## src/rtl/a1te_pkg.sv

```systemverilog
// Shared types, constants and the month table for the ASN.1 time converter.
`timescale 1ns / 1ps

package a1te_pkg;

  typedef enum logic [3:0] {
    PH_YEAR,
    PH_MONTH,
    PH_DAY,
    PH_HOUR,
    PH_MINUTE,
    PH_SECOPT,
    PH_SEC,
    PH_FRAC,
    PH_ZONE,
    PH_OFFH,
    PH_OFFM,
    PH_TAIL,
    PH_ERROR,
    PH_DONE
  } phase_e;

  typedef enum logic [1:0] {
    ST_OK     = 2'd0,
    ST_FORMAT = 2'd1,
    ST_RANGE  = 2'd2,
    ST_LOCAL  = 2'd3
  } status_e;

  localparam logic [1:0] KIND_GEN = 2'd1;

  localparam logic [7:0] CH_NUL   = 8'h00;
  localparam logic [7:0] CH_0     = 8'h30;
  localparam logic [7:0] CH_9     = 8'h39;
  localparam logic [7:0] CH_DOT   = 8'h2e;
  localparam logic [7:0] CH_COMMA = 8'h2c;
  localparam logic [7:0] CH_PLUS  = 8'h2b;
  localparam logic [7:0] CH_MINUS = 8'h2d;
  localparam logic [7:0] CH_Z     = 8'h5a;

  localparam int EPOCH_YEAR    = 1970;
  localparam int UTC_PIVOT     = 50;
  localparam int CENTURY_19    = 1900;
  localparam int CENTURY_20    = 2000;
  localparam int DAYS_PER_YEAR = 365;
  localparam int SECS_PER_DAY  = 86400;
  // floor(n/100) == (n * RECIP_100) >> RECIP_SHIFT for n below 16384
  localparam int RECIP_100     = 5243;
  localparam int RECIP_SHIFT   = 19;
  // year + 399 keeps the leap count argument non-negative; the bias removes
  // the extra 400-year block (97) and the leap days before 1970 (477)
  localparam int YEAR_SHIFT    = 399;
  localparam int LEAP_BIAS     = 574;

  typedef struct packed {
    logic [13:0] year;
    logic [3:0]  month;
    logic [4:0]  day;
  } date_t;

  // days before the first of a month in a common year
  function automatic logic [8:0] cum_days(input logic [3:0] month);
    logic [8:0] d;
    unique case (month)
      4'd1:    d = 9'd0;
      4'd2:    d = 9'd31;
      4'd3:    d = 9'd59;
      4'd4:    d = 9'd90;
      4'd5:    d = 9'd120;
      4'd6:    d = 9'd151;
      4'd7:    d = 9'd181;
      4'd8:    d = 9'd212;
      4'd9:    d = 9'd243;
      4'd10:   d = 9'd273;
      4'd11:   d = 9'd304;
      4'd12:   d = 9'd334;
      default: d = 9'd0;
    endcase
    return d;
  endfunction

endpackage

```

## src/rtl/a1te_days.sv

```systemverilog
// Calendar pipeline: held date fields to seconds of midnight since the epoch.
`timescale 1ns / 1ps

module a1te_days (
  input  logic                 clk_i,
  input  a1te_pkg::date_t      date_i,
  output logic signed [39:0]   day_sec_o
);

  logic [13:0]        year1_q;
  logic [7:0]         qa_q, qa_d, qb_q, qb_d;
  logic signed [23:0] yday_q, yday_d;
  logic               leap_q, leap_d;
  logic signed [23:0] daytot_q, daytot_d;
  logic signed [39:0] day_sec_q, day_sec_d;

  logic [14:0] n0, n1;
  logic [27:0] prod_a, prod_b;
  logic [12:0] leaps;
  logic signed [23:0] ydiff;
  logic [13:0] r100;
  logic        late_month;

  // stage 1: divide by 100 through reciprocal multiplies
  always_comb begin
    n0     = 15'(date_i.year) + 15'(a1te_pkg::YEAR_SHIFT);
    prod_a = 28'(n0) * 28'(a1te_pkg::RECIP_100);
    prod_b = 28'(date_i.year) * 28'(a1te_pkg::RECIP_100);
    qa_d   = prod_a[a1te_pkg::RECIP_SHIFT +: 8];
    qb_d   = prod_b[a1te_pkg::RECIP_SHIFT +: 8];
  end

  // stage 2: days from the epoch to Jan 1, and the leap flag
  always_comb begin
    n1     = 15'(year1_q) + 15'(a1te_pkg::YEAR_SHIFT);
    leaps  = 13'(n1[14:2]) - 13'(qa_q) + 13'(qa_q[7:2]);
    ydiff  = $signed(24'(year1_q)) - 24'(a1te_pkg::EPOCH_YEAR);
    yday_d = ydiff * 24'(a1te_pkg::DAYS_PER_YEAR) + $signed(24'(leaps))
             - 24'(a1te_pkg::LEAP_BIAS);
    r100   = year1_q - 14'(qb_q) * 14'd100;
    leap_d = (year1_q[1:0] == 2'b00) && ((r100 != 14'd0) || (qb_q[1:0] == 2'b00));
  end

  // stage 3: day number; stage 4: scale to seconds
  always_comb begin
    late_month = leap_q && (date_i.month > 4'd2);
    daytot_d   = yday_q + $signed(24'(a1te_pkg::cum_days(date_i.month)))
                 + $signed(24'(late_month)) + $signed(24'(date_i.day)) - 24'sd1;
    day_sec_d  = 40'(daytot_q) * 40'(a1te_pkg::SECS_PER_DAY);
  end

  always_ff @(posedge clk_i) begin
    year1_q   <= date_i.year;
    qa_q      <= qa_d;
    qb_q      <= qb_d;
    yday_q    <= yday_d;
    leap_q    <= leap_d;
    daytot_q  <= daytot_d;
    day_sec_q <= day_sec_d;
  end

  assign day_sec_o = day_sec_q;

endmodule

```

## src/rtl/asn1_time_to_epoch_unit.sv

```systemverilog
// Top level: ASN.1 UTCTime / GeneralizedTime character stream to Unix seconds.
//
// Usage: feed one string character per beat on the input channel (ch_i, with
// time_kind_i sampled on the first character and last_i on the final one).
// Each string yields exactly one beat on the output channel: epoch_seconds_o
// and status_o (ok, format error, out of range, local time unsupported).
// Throughput is one character per cycle while in_ready_o is high; strings may
// follow back to back. After the final character is accepted, the result is
// loaded into the finish register and then into the output register, which
// holds the result of the final wide add and range check.
// The date fields feed a four-register calendar pipeline that runs every
// cycle; a well formed string always carries at least five characters after
// the day field, which covers that pipeline depth.
// Reset returns the parser to the start of a string with no result pending.
// When the receiver stalls, the output register holds its beat, the finish
// register can hold one more result, and input is refused only while both
// are full.
`timescale 1ns / 1ps

module asn1_time_to_epoch_unit (
  input  logic               clk_i,
  input  logic               rst_ni,
  input  logic               in_valid_i,
  output logic               in_ready_o,
  input  logic [7:0]         ch_i,
  input  logic [1:0]         time_kind_i,
  input  logic               last_i,
  output logic               out_valid_o,
  input  logic               out_ready_i,
  output logic signed [38:0] epoch_seconds_o,
  output logic [1:0]         status_o
);

  a1te_pkg::phase_e  phase_q, phase_d;
  a1te_pkg::status_e err_q, err_d;
  logic [2:0]  cnt_q, cnt_d;
  logic [13:0] accum_q, accum_d;
  logic [13:0] year_q, year_d;
  logic [3:0]  month_q, month_d;
  logic [4:0]  day_q, day_d;
  logic [4:0]  hour_q, hour_d;
  logic [5:0]  minute_q, minute_d;
  logic [5:0]  second_q, second_d;
  logic [10:0] zone_q, zone_d;
  logic        zneg_q, zneg_d;
  logic [1:0]  kind_q, kind_d;

  logic              in_acc;
  logic              res_done;
  a1te_pkg::status_e res_err;
  logic [10:0]       res_zone;
  logic              res_zneg;

  a1te_pkg::date_t    date;
  logic signed [39:0] day_sec;
  logic [16:0]        tod;

  // finish register
  logic               f_valid_q, f_valid_d;
  logic               f_done_q;
  a1te_pkg::status_e  f_err_q;
  logic [10:0]        f_zone_q;
  logic               f_zneg_q;
  logic               f_pre_q;
  logic [16:0]        f_tod_q;
  logic signed [39:0] f_day_sec_q;

  // output register
  logic               out_valid_q, out_valid_d;
  logic signed [38:0] epoch_q, epoch_d;
  a1te_pkg::status_e  status_q, status_d;

  logic o_free, f_adv;

  assign o_free     = !out_valid_q || out_ready_i;
  assign f_adv      = f_valid_q && o_free;
  assign in_ready_o = !f_valid_q || o_free;
  assign in_acc     = in_valid_i && in_ready_o;

  // ---------------- character parser ----------------
  always_comb begin : parse
    logic              is_digit;
    logic [17:0]       acc_wide;
    logic [13:0]       v;
    logic [2:0]        cnt_inc;
    logic [2:0]        len;
    logic              gen;
    logic              in_range;
    logic              bad;
    logic              zc;
    a1te_pkg::phase_e  ph;

    phase_d  = phase_q;
    err_d    = err_q;
    cnt_d    = cnt_q;
    accum_d  = accum_q;
    year_d   = year_q;
    month_d  = month_q;
    day_d    = day_q;
    hour_d   = hour_q;
    minute_d = minute_q;
    second_d = second_q;
    zone_d   = zone_q;
    zneg_d   = zneg_q;
    kind_d   = kind_q;
    res_done = 1'b0;
    res_err  = a1te_pkg::ST_OK;
    res_zone = zone_q;
    res_zneg = zneg_q;

    is_digit = (ch_i >= a1te_pkg::CH_0) && (ch_i <= a1te_pkg::CH_9);
    acc_wide = 18'(accum_q) * 18'd10 + 18'(ch_i[3:0]);
    v        = acc_wide[13:0];
    cnt_inc  = cnt_q + 3'd1;
    len      = 3'd2;
    gen      = 1'b0;
    in_range = 1'b1;
    bad      = 1'b0;
    zc       = 1'b0;
    ph       = phase_q;

    if (in_acc) begin
      if (phase_q == a1te_pkg::PH_YEAR && cnt_q == 3'd0) begin
        kind_d = time_kind_i;
        if (time_kind_i > a1te_pkg::KIND_GEN) begin
          phase_d = a1te_pkg::PH_ERROR;
          err_d   = a1te_pkg::ST_FORMAT;
        end
      end
      gen = (kind_d == a1te_pkg::KIND_GEN);
      ph  = phase_d;
      len = (ph == a1te_pkg::PH_YEAR && gen) ? 3'd4 : 3'd2;

      if (ph != a1te_pkg::PH_ERROR && ph != a1te_pkg::PH_DONE && ch_i != a1te_pkg::CH_NUL) begin
        unique case (ph)
          a1te_pkg::PH_YEAR, a1te_pkg::PH_MONTH, a1te_pkg::PH_DAY, a1te_pkg::PH_HOUR,
          a1te_pkg::PH_MINUTE, a1te_pkg::PH_SEC, a1te_pkg::PH_OFFH,
          a1te_pkg::PH_OFFM: begin
            if (!is_digit) begin
              bad = 1'b1;
            end else if (cnt_inc < len) begin
              accum_d = v;
              cnt_d   = cnt_inc;
            end else begin
              accum_d = '0;
              cnt_d   = '0;
              unique case (ph)
                a1te_pkg::PH_MONTH: in_range = (v >= 14'd1) && (v <= 14'd12);
                a1te_pkg::PH_DAY:   in_range = (v >= 14'd1) && (v <= 14'd31);
                a1te_pkg::PH_HOUR:  in_range = (v <= 14'd23);
                a1te_pkg::PH_OFFH:  in_range = (v <= 14'd12);
                a1te_pkg::PH_MINUTE, a1te_pkg::PH_SEC,
                a1te_pkg::PH_OFFM:  in_range = (v <= 14'd59);
                default:            in_range = 1'b1;
              endcase
              if (!in_range) begin
                bad = 1'b1;
              end else begin
                unique case (ph)
                  a1te_pkg::PH_MONTH: begin
                    month_d = v[3:0];
                    phase_d = a1te_pkg::PH_DAY;
                  end
                  a1te_pkg::PH_DAY: begin
                    day_d   = v[4:0];
                    phase_d = a1te_pkg::PH_HOUR;
                  end
                  a1te_pkg::PH_HOUR: begin
                    hour_d  = v[4:0];
                    phase_d = a1te_pkg::PH_MINUTE;
                  end
                  a1te_pkg::PH_MINUTE: begin
                    minute_d = v[5:0];
                    phase_d  = a1te_pkg::PH_SECOPT;
                  end
                  a1te_pkg::PH_SEC: begin
                    second_d = v[5:0];
                    phase_d  = gen ? a1te_pkg::PH_FRAC : a1te_pkg::PH_ZONE;
                  end
                  a1te_pkg::PH_OFFH: begin
                    zone_d  = 11'(v[3:0]) * 11'd60;
                    phase_d = a1te_pkg::PH_OFFM;
                  end
                  a1te_pkg::PH_OFFM: begin
                    zone_d  = zone_q + 11'(v[5:0]);
                    phase_d = a1te_pkg::PH_TAIL;
                  end
                  default: begin
                    // two-digit years pivot at 50 into 19xx / 20xx
                    if (gen) begin
                      year_d = v;
                    end else if (v < 14'(a1te_pkg::UTC_PIVOT)) begin
                      year_d = v + 14'(a1te_pkg::CENTURY_20);
                    end else begin
                      year_d = v + 14'(a1te_pkg::CENTURY_19);
                    end
                    phase_d = a1te_pkg::PH_MONTH;
                  end
                endcase
              end
            end
          end
          a1te_pkg::PH_SECOPT: begin
            if (is_digit) begin
              accum_d = 14'(ch_i[3:0]);
              cnt_d   = 3'd1;
              phase_d = a1te_pkg::PH_SEC;
            end else if (gen && (ch_i == a1te_pkg::CH_DOT || ch_i == a1te_pkg::CH_COMMA)) begin
              phase_d = a1te_pkg::PH_FRAC;
            end else begin
              zc = 1'b1;
            end
          end
          a1te_pkg::PH_FRAC: begin
            if (!(is_digit || ch_i == a1te_pkg::CH_DOT || ch_i == a1te_pkg::CH_COMMA)) begin
              zc = 1'b1;
            end
          end
          a1te_pkg::PH_ZONE: zc = 1'b1;
          default:           bad = 1'b1;
        endcase

        if (zc) begin
          if (ch_i == a1te_pkg::CH_Z) begin
            phase_d = a1te_pkg::PH_TAIL;
          end else if (ch_i == a1te_pkg::CH_PLUS || ch_i == a1te_pkg::CH_MINUS) begin
            zneg_d  = (ch_i == a1te_pkg::CH_MINUS);
            phase_d = a1te_pkg::PH_OFFH;
          end else begin
            bad = 1'b1;
          end
        end
        if (bad) begin
          phase_d = a1te_pkg::PH_ERROR;
          err_d   = a1te_pkg::ST_FORMAT;
        end
      end

      // end of string: a NUL character or the final beat
      if (phase_d != a1te_pkg::PH_ERROR && phase_d != a1te_pkg::PH_DONE &&
          (ch_i == a1te_pkg::CH_NUL || last_i)) begin
        if (phase_d == a1te_pkg::PH_TAIL) begin
          phase_d = a1te_pkg::PH_DONE;
        end else if (phase_d == a1te_pkg::PH_FRAC || (phase_d == a1te_pkg::PH_SECOPT && gen)) begin
          phase_d = a1te_pkg::PH_ERROR;
          err_d   = a1te_pkg::ST_LOCAL;
        end else begin
          phase_d = a1te_pkg::PH_ERROR;
          err_d   = a1te_pkg::ST_FORMAT;
        end
      end

      if (last_i) begin
        res_done = (phase_d == a1te_pkg::PH_DONE);
        res_err  = err_d;
        res_zone = zone_d;
        res_zneg = zneg_d;
        phase_d  = a1te_pkg::PH_YEAR;
        err_d    = a1te_pkg::ST_OK;
        cnt_d    = '0;
        accum_d  = '0;
        year_d   = '0;
        month_d  = '0;
        day_d    = '0;
        hour_d   = '0;
        minute_d = '0;
        second_d = '0;
        zone_d   = '0;
        zneg_d   = 1'b0;
        kind_d   = '0;
      end
    end
  end

  always_ff @(posedge clk_i or negedge rst_ni) begin
    if (!rst_ni) begin
      phase_q  <= a1te_pkg::PH_YEAR;
      err_q    <= a1te_pkg::ST_OK;
      cnt_q    <= '0;
      accum_q  <= '0;
      year_q   <= '0;
      month_q  <= '0;
      day_q    <= '0;
      hour_q   <= '0;
      minute_q <= '0;
      second_q <= '0;
      zone_q   <= '0;
      zneg_q   <= 1'b0;
      kind_q   <= '0;
    end else begin
      phase_q  <= phase_d;
      err_q    <= err_d;
      cnt_q    <= cnt_d;
      accum_q  <= accum_d;
      year_q   <= year_d;
      month_q  <= month_d;
      day_q    <= day_d;
      hour_q   <= hour_d;
      minute_q <= minute_d;
      second_q <= second_d;
      zone_q   <= zone_d;
      zneg_q   <= zneg_d;
      kind_q   <= kind_d;
    end
  end

  // ---------------- calendar pipeline ----------------
  assign date.year  = year_q;
  assign date.month = month_q;
  assign date.day   = day_q;

  a1te_days u_days (
    .clk_i     (clk_i),
    .date_i    (date),
    .day_sec_o (day_sec)
  );

  assign tod = 17'(hour_q) * 17'd3600 + 17'(minute_q) * 17'd60 + 17'(second_q);

  // ---------------- finish register ----------------
  always_comb begin
    f_valid_d = f_valid_q;
    if (in_acc && last_i) begin
      f_valid_d = 1'b1;
    end else if (f_adv) begin
      f_valid_d = 1'b0;
    end
  end

  always_ff @(posedge clk_i or negedge rst_ni) begin
    if (!rst_ni) begin
      f_valid_q <= 1'b0;
    end else begin
      f_valid_q <= f_valid_d;
    end
  end

  always_ff @(posedge clk_i) begin
    if (in_acc && last_i) begin
      f_done_q    <= res_done;
      f_err_q     <= res_err;
      f_zone_q    <= res_zone;
      f_zneg_q    <= res_zneg;
      f_pre_q     <= (year_q < 14'(a1te_pkg::EPOCH_YEAR));
      f_tod_q     <= tod;
      f_day_sec_q <= day_sec;
    end
  end

  // ---------------- output register ----------------
  always_comb begin : finish
    logic [15:0]        zsec;
    logic signed [39:0] r;
    logic               range_bad;

    zsec = 16'(f_zone_q) * 16'd60;
    // subtracting a negative offset adds it back
    r = f_day_sec_q + $signed(40'(f_tod_q))
        + (f_zneg_q ? $signed(40'(zsec)) : -$signed(40'(zsec)));
    range_bad = f_pre_q ? !r[39] : r[39];

    if (!f_done_q) begin
      epoch_d  = '0;
      status_d = f_err_q;
    end else if (range_bad) begin
      epoch_d  = '0;
      status_d = a1te_pkg::ST_RANGE;
    end else begin
      epoch_d  = r[38:0];
      status_d = a1te_pkg::ST_OK;
    end

    out_valid_d = out_valid_q;
    if (f_adv) begin
      out_valid_d = 1'b1;
    end else if (out_ready_i) begin
      out_valid_d = 1'b0;
    end
  end

  always_ff @(posedge clk_i or negedge rst_ni) begin
    if (!rst_ni) begin
      out_valid_q <= 1'b0;
    end else begin
      out_valid_q <= out_valid_d;
    end
  end

  always_ff @(posedge clk_i) begin
    if (f_adv) begin
      epoch_q  <= epoch_d;
      status_q <= status_d;
    end
  end

  assign out_valid_o     = out_valid_q;
  assign epoch_seconds_o = epoch_q;
  assign status_o        = status_q;

  // ---------------- assertions ----------------
  a_err_zero: assert property (@(posedge clk_i) disable iff (!rst_ni)
    out_valid_o && (status_o != a1te_pkg::ST_OK) |-> (epoch_seconds_o == '0))
    else $error("nonzero seconds on an error beat");

  a_done_clean: assert property (@(posedge clk_i) disable iff (!rst_ni)
    (phase_q == a1te_pkg::PH_DONE) |-> (err_q == a1te_pkg::ST_OK))
    else $error("finished string carries an error code");

  a_error_coded: assert property (@(posedge clk_i) disable iff (!rst_ni)
    (phase_q == a1te_pkg::PH_ERROR) |-> (err_q != a1te_pkg::ST_OK))
    else $error("error phase without an error code");

  a_finish_src: assert property (@(posedge clk_i) disable iff (!rst_ni)
    $rose(f_valid_q) |-> $past(in_valid_i && in_ready_o && last_i))
    else $error("result raised without a final character");

  a_digit_cnt: assert property (@(posedge clk_i) disable iff (!rst_ni)
    (cnt_q < 3'd4) && ((cnt_q == 3'd0) || (phase_q != a1te_pkg::PH_DONE)))
    else $error("digit count out of step");

endmodule

```

## config.mk

```make
export PLATFORM = sky130hd
export DESIGN_NAME = asn1_time_to_epoch_unit
export DESIGN_NICKNAME = d
export VERILOG_FILES = /design/src/rtl/a1te_pkg.sv /design/src/rtl/a1te_days.sv /design/src/rtl/asn1_time_to_epoch_unit.sv
export SDC_FILE = /design/constraint.sdc
export NUM_CORES = 2
export LEC_CHECK = 0
export ABC_AREA = 1
export BUFFER_PORTS_ARGS = -buffer_cell sky130_fd_sc_hd__buf_2
export CORE_MARGIN = 2
export CORE_UTILIZATION = 49
export DETAILED_ROUTE_END_ITERATION = 7
export PLACE_DENSITY = 0.71
export SYNTH_ARGS = -nofsm -noshare
export SYNTH_HDL_FRONTEND = slang
export SYNTH_SLANG_ARGS = --single-unit
```

## constraint.sdc

```tcl
create_clock -name clk_i -period 6.3 [get_ports clk_i]
set_input_delay 0 -clock clk_i [delete_from_list [all_inputs] [get_ports clk_i]]
set_output_delay 0 -clock clk_i [all_outputs]
set_load 0.01 [all_outputs]
```

==> reports/summary.txt <==
die area: 75100 sq um
gr usage total: 0.205
synthesized flop and latch total: 297
worst hold slack: 0.0902 ns
Reg2Reg Setup Slack: -0.46 ns
fill count: 5993
clk sinks: 297
Ys Warns: 0
post-layout util: 0.586
row cnt: 98
Clock Tree Buf Depth: 3
CP endpoint kind: flip-flop
floorplan core area: 71900 sq um
Die H: 274 um
Synth area leader: ha_1
hold path cells: 5
initial antenna violation count: 0
fmax: 148 MHz
Mapped Area: 35700 sq um
CP Class: reg -> reg
fin crit share: 1.07
Worst Hold Class: in -> reg
dominant cells by area after synthesis: ha_1 24%, fa_1 19%, inv_1 10%, edfxtp_1 9.0%, dfxtp_1 6.3%
Worst EP required: 6.73 ns
WP data arrival: 7.20 ns
Post-layout nets: 5431
final worst setup slack: -0.463 ns
violated checks: negative setup slack
die width: 274 um
dpl hpwl: 60.4 mm
CTS buffer count: 37
Fin. Hold Viols: 0
largest net degree at the start of global routing: 71
Reg clk slew, reported paths: 0.07 ns
H-tree depth: 2
I/O Pins: 58
most frequent cell after synthesis: inv_1
Final setup violation count: 48
routed len/inst: 14.3 um
max-slew violations: 0
post-synthesis cell count: 3999
Clock Skew: 0.0205 ns
Synth top area share: 0.245
Clk Latency, worst-skew pair: 0.57 ns
Root Driver: clkbuf_16
Critical Path Start Type: flip-flop
GPL Wtd Cong: 0.907
Slew @ Worst Pin: 0.972 ns
Synth Flop Type: dfxtp_1
diode count: 0
slowest stage delay, CP: 0.53 ns
min Tclk post-route: 6.76 ns
First DRT Iteration DRCs: 1387
share of cells above drive strength 1: 0.159
max-cap viol count: 0
Max FO, Critical Path: 5
final wirelength: 76.4 mm
area grow syn2layout: 18.0%
Mapped Nets: 5056
r2r worst-path depth: 44
DRC viols: 0
Post-synth EDFFs: 107
RSZ-0062 raised after global routing: true
slowest cell on the critical path: fa_1
Overflow after GRT: 0
outcome: finished, violations left
Seq/Total Area, Yosys: 0.207
routed vias/inst: 5.01
asr flop ratio synth: 0.263
initial cell density of the core: 0.497
post-route ant nets: 0
number of global-route vias before repair: 27300
Vias: 26800
global-route wire length before repair: 128 mm
CTS tree: yes
top cells by count, synth: 977 x inv_1, 698 x ha_1, 463 x nand2_1
I/O Buffers: 57
unique cell type count in the Yosys netlist: 63
drt pass-1 iters: 8
syn_area_per_cell: 8.93 sq um
Max-slew headroom: 0.347
critical path, delay by kind of cell (launching register included):
family                     cells  cell delay, ns
AOI/OAI and AO/OA              9            1.07
xor gates and xnor gates       3            0.41
adders and majority gates      8            2.97
buffers and inverters          8            0.53
DFF                            1            0.34
and+or+nand+nor               16            1.32
final timing paths:
kind / from / end
max: u_days.year1_q[1]$_DFF_P_ / u_days.yday_q[22]$_DFF_P_
min: ch_i[5] / phase_q[1]$_DFFE_PN0P_
max reg2reg: u_days.year1_q[1]$_DFF_P_ / u_days.yday_q[22]$_DFF_P_
min reg2reg: u_days.day_sec_o[11]$_DFF_P_ / f_day_sec_q[11]$_DFFE_PP_
max in group asynchronous: rst_ni / year_q[1]$_DFFE_PN0P_
min in group asynchronous: rst_ni / err_q[0]$_DFFE_PN0P_
registers in the layout (all words and copies together) (netlist names), 11 cells and up:
signal / flops
u_days.year1_q: 14
f_tod_q: 17
f_zone_q: 11
f_day_sec_q: 33
year_q: 14
zone_q: 11
epoch_seconds_o: 39
u_days.day_sec_o: 33
u_days.daytot_q: 24
accum_q: 13
u_days.yday_q: 24
what timing repair did:
item / CTS / global route
hold buffers: 13 / 0
gates resized for setup: 123 / 140
gates cloned: 5 / 0
setup endpoints to repair: 47 / 57
setup buffers: 47 / 24
pin swaps: 81 / 65
hold endpoints to repair: 66 / 0
kinds of logic after synthesis:
group                      share of synthesized area
xor gates and xnor gates                      0.0576
muxes                                        0.00168
adders and majority gates                      0.437
and+or+nand+nor                                0.105
buffers and inverters                          0.106
DFF                                            0.207
AOI/OAI and AO/OA                             0.0844
per-layer routing:
layer	track usage	routed length [um]	vias to the layer above
met5	0	0	-
met4	0.0589	2010	0
met3	0.0209	2810	129
met2	0.361	37400	501
met1	0.267	34200	12700
li1	-	-	13500
cell type report:
| cell class | instances | area [sq um] | share of cell area |
|---|---|---|---|
| clock buffers | 45 | 1020 | 0.0241 |
| clock inverters | 23 | 260 | 0.00618 |
| inverters | 989 | 3720 | 0.0883 |
| multi-input cells | 2695 | 25800 | 0.613 |
| flip-flops and latches | 297 | 7410 | 0.176 |
| well taps | 950 | 1190 | 0.0282 |
| repair buffers | 354 | 2720 | 0.0645 |
through the flow:
step	setup WS [ns]	instances	TNS, ns	cell area [sq um]
floorplan	-0.203	3999	-0.309	35900
global placement	-0.344	5213	-8.60	39000
detailed placement	-0.428	5213	-14.32	39000
CTS	-0.303	5344	-6.68	41400
global route	-0.835	5353	-30.28	42100
finish	-0.463	5353	-14.87	42100
cell usage in the layout, fill, tap and decap left out, drive strengths merged, types with 7 or more instances in the layout:
cell type | Yosys | final
a21o | 11 | 11
dfxtp | 112 | 112
a211oi | 9 | 9
buf | 8 | 342
edfxtp | 107 | 107
nand3 | 106 | 106
ha | 698 | 698
o22ai | 23 | 23
fa | 344 | 344
o21bai | 18 | 18
o21ai | 181 | 181
o211ai | 9 | 9
xnor2 | 83 | 83
nor3 | 20 | 20
a21oi | 240 | 240
inv | 988 | 989
dlygate4sd3 | 0 | 12
nor2 | 207 | 207
or2 | 11 | 11
clkinv | 1 | 17
nand2 | 487 | 487
nand4 | 26 | 26
clkbuf | 10 | 45
xor2 | 152 | 152
dfrtp | 78 | 78
o31ai | 7 | 7
a31oi | 13 | 13
Power is left out: the tool's default activity adds up to more than one toggle a clock period on the data nets, which glitch-free logic cannot reach.
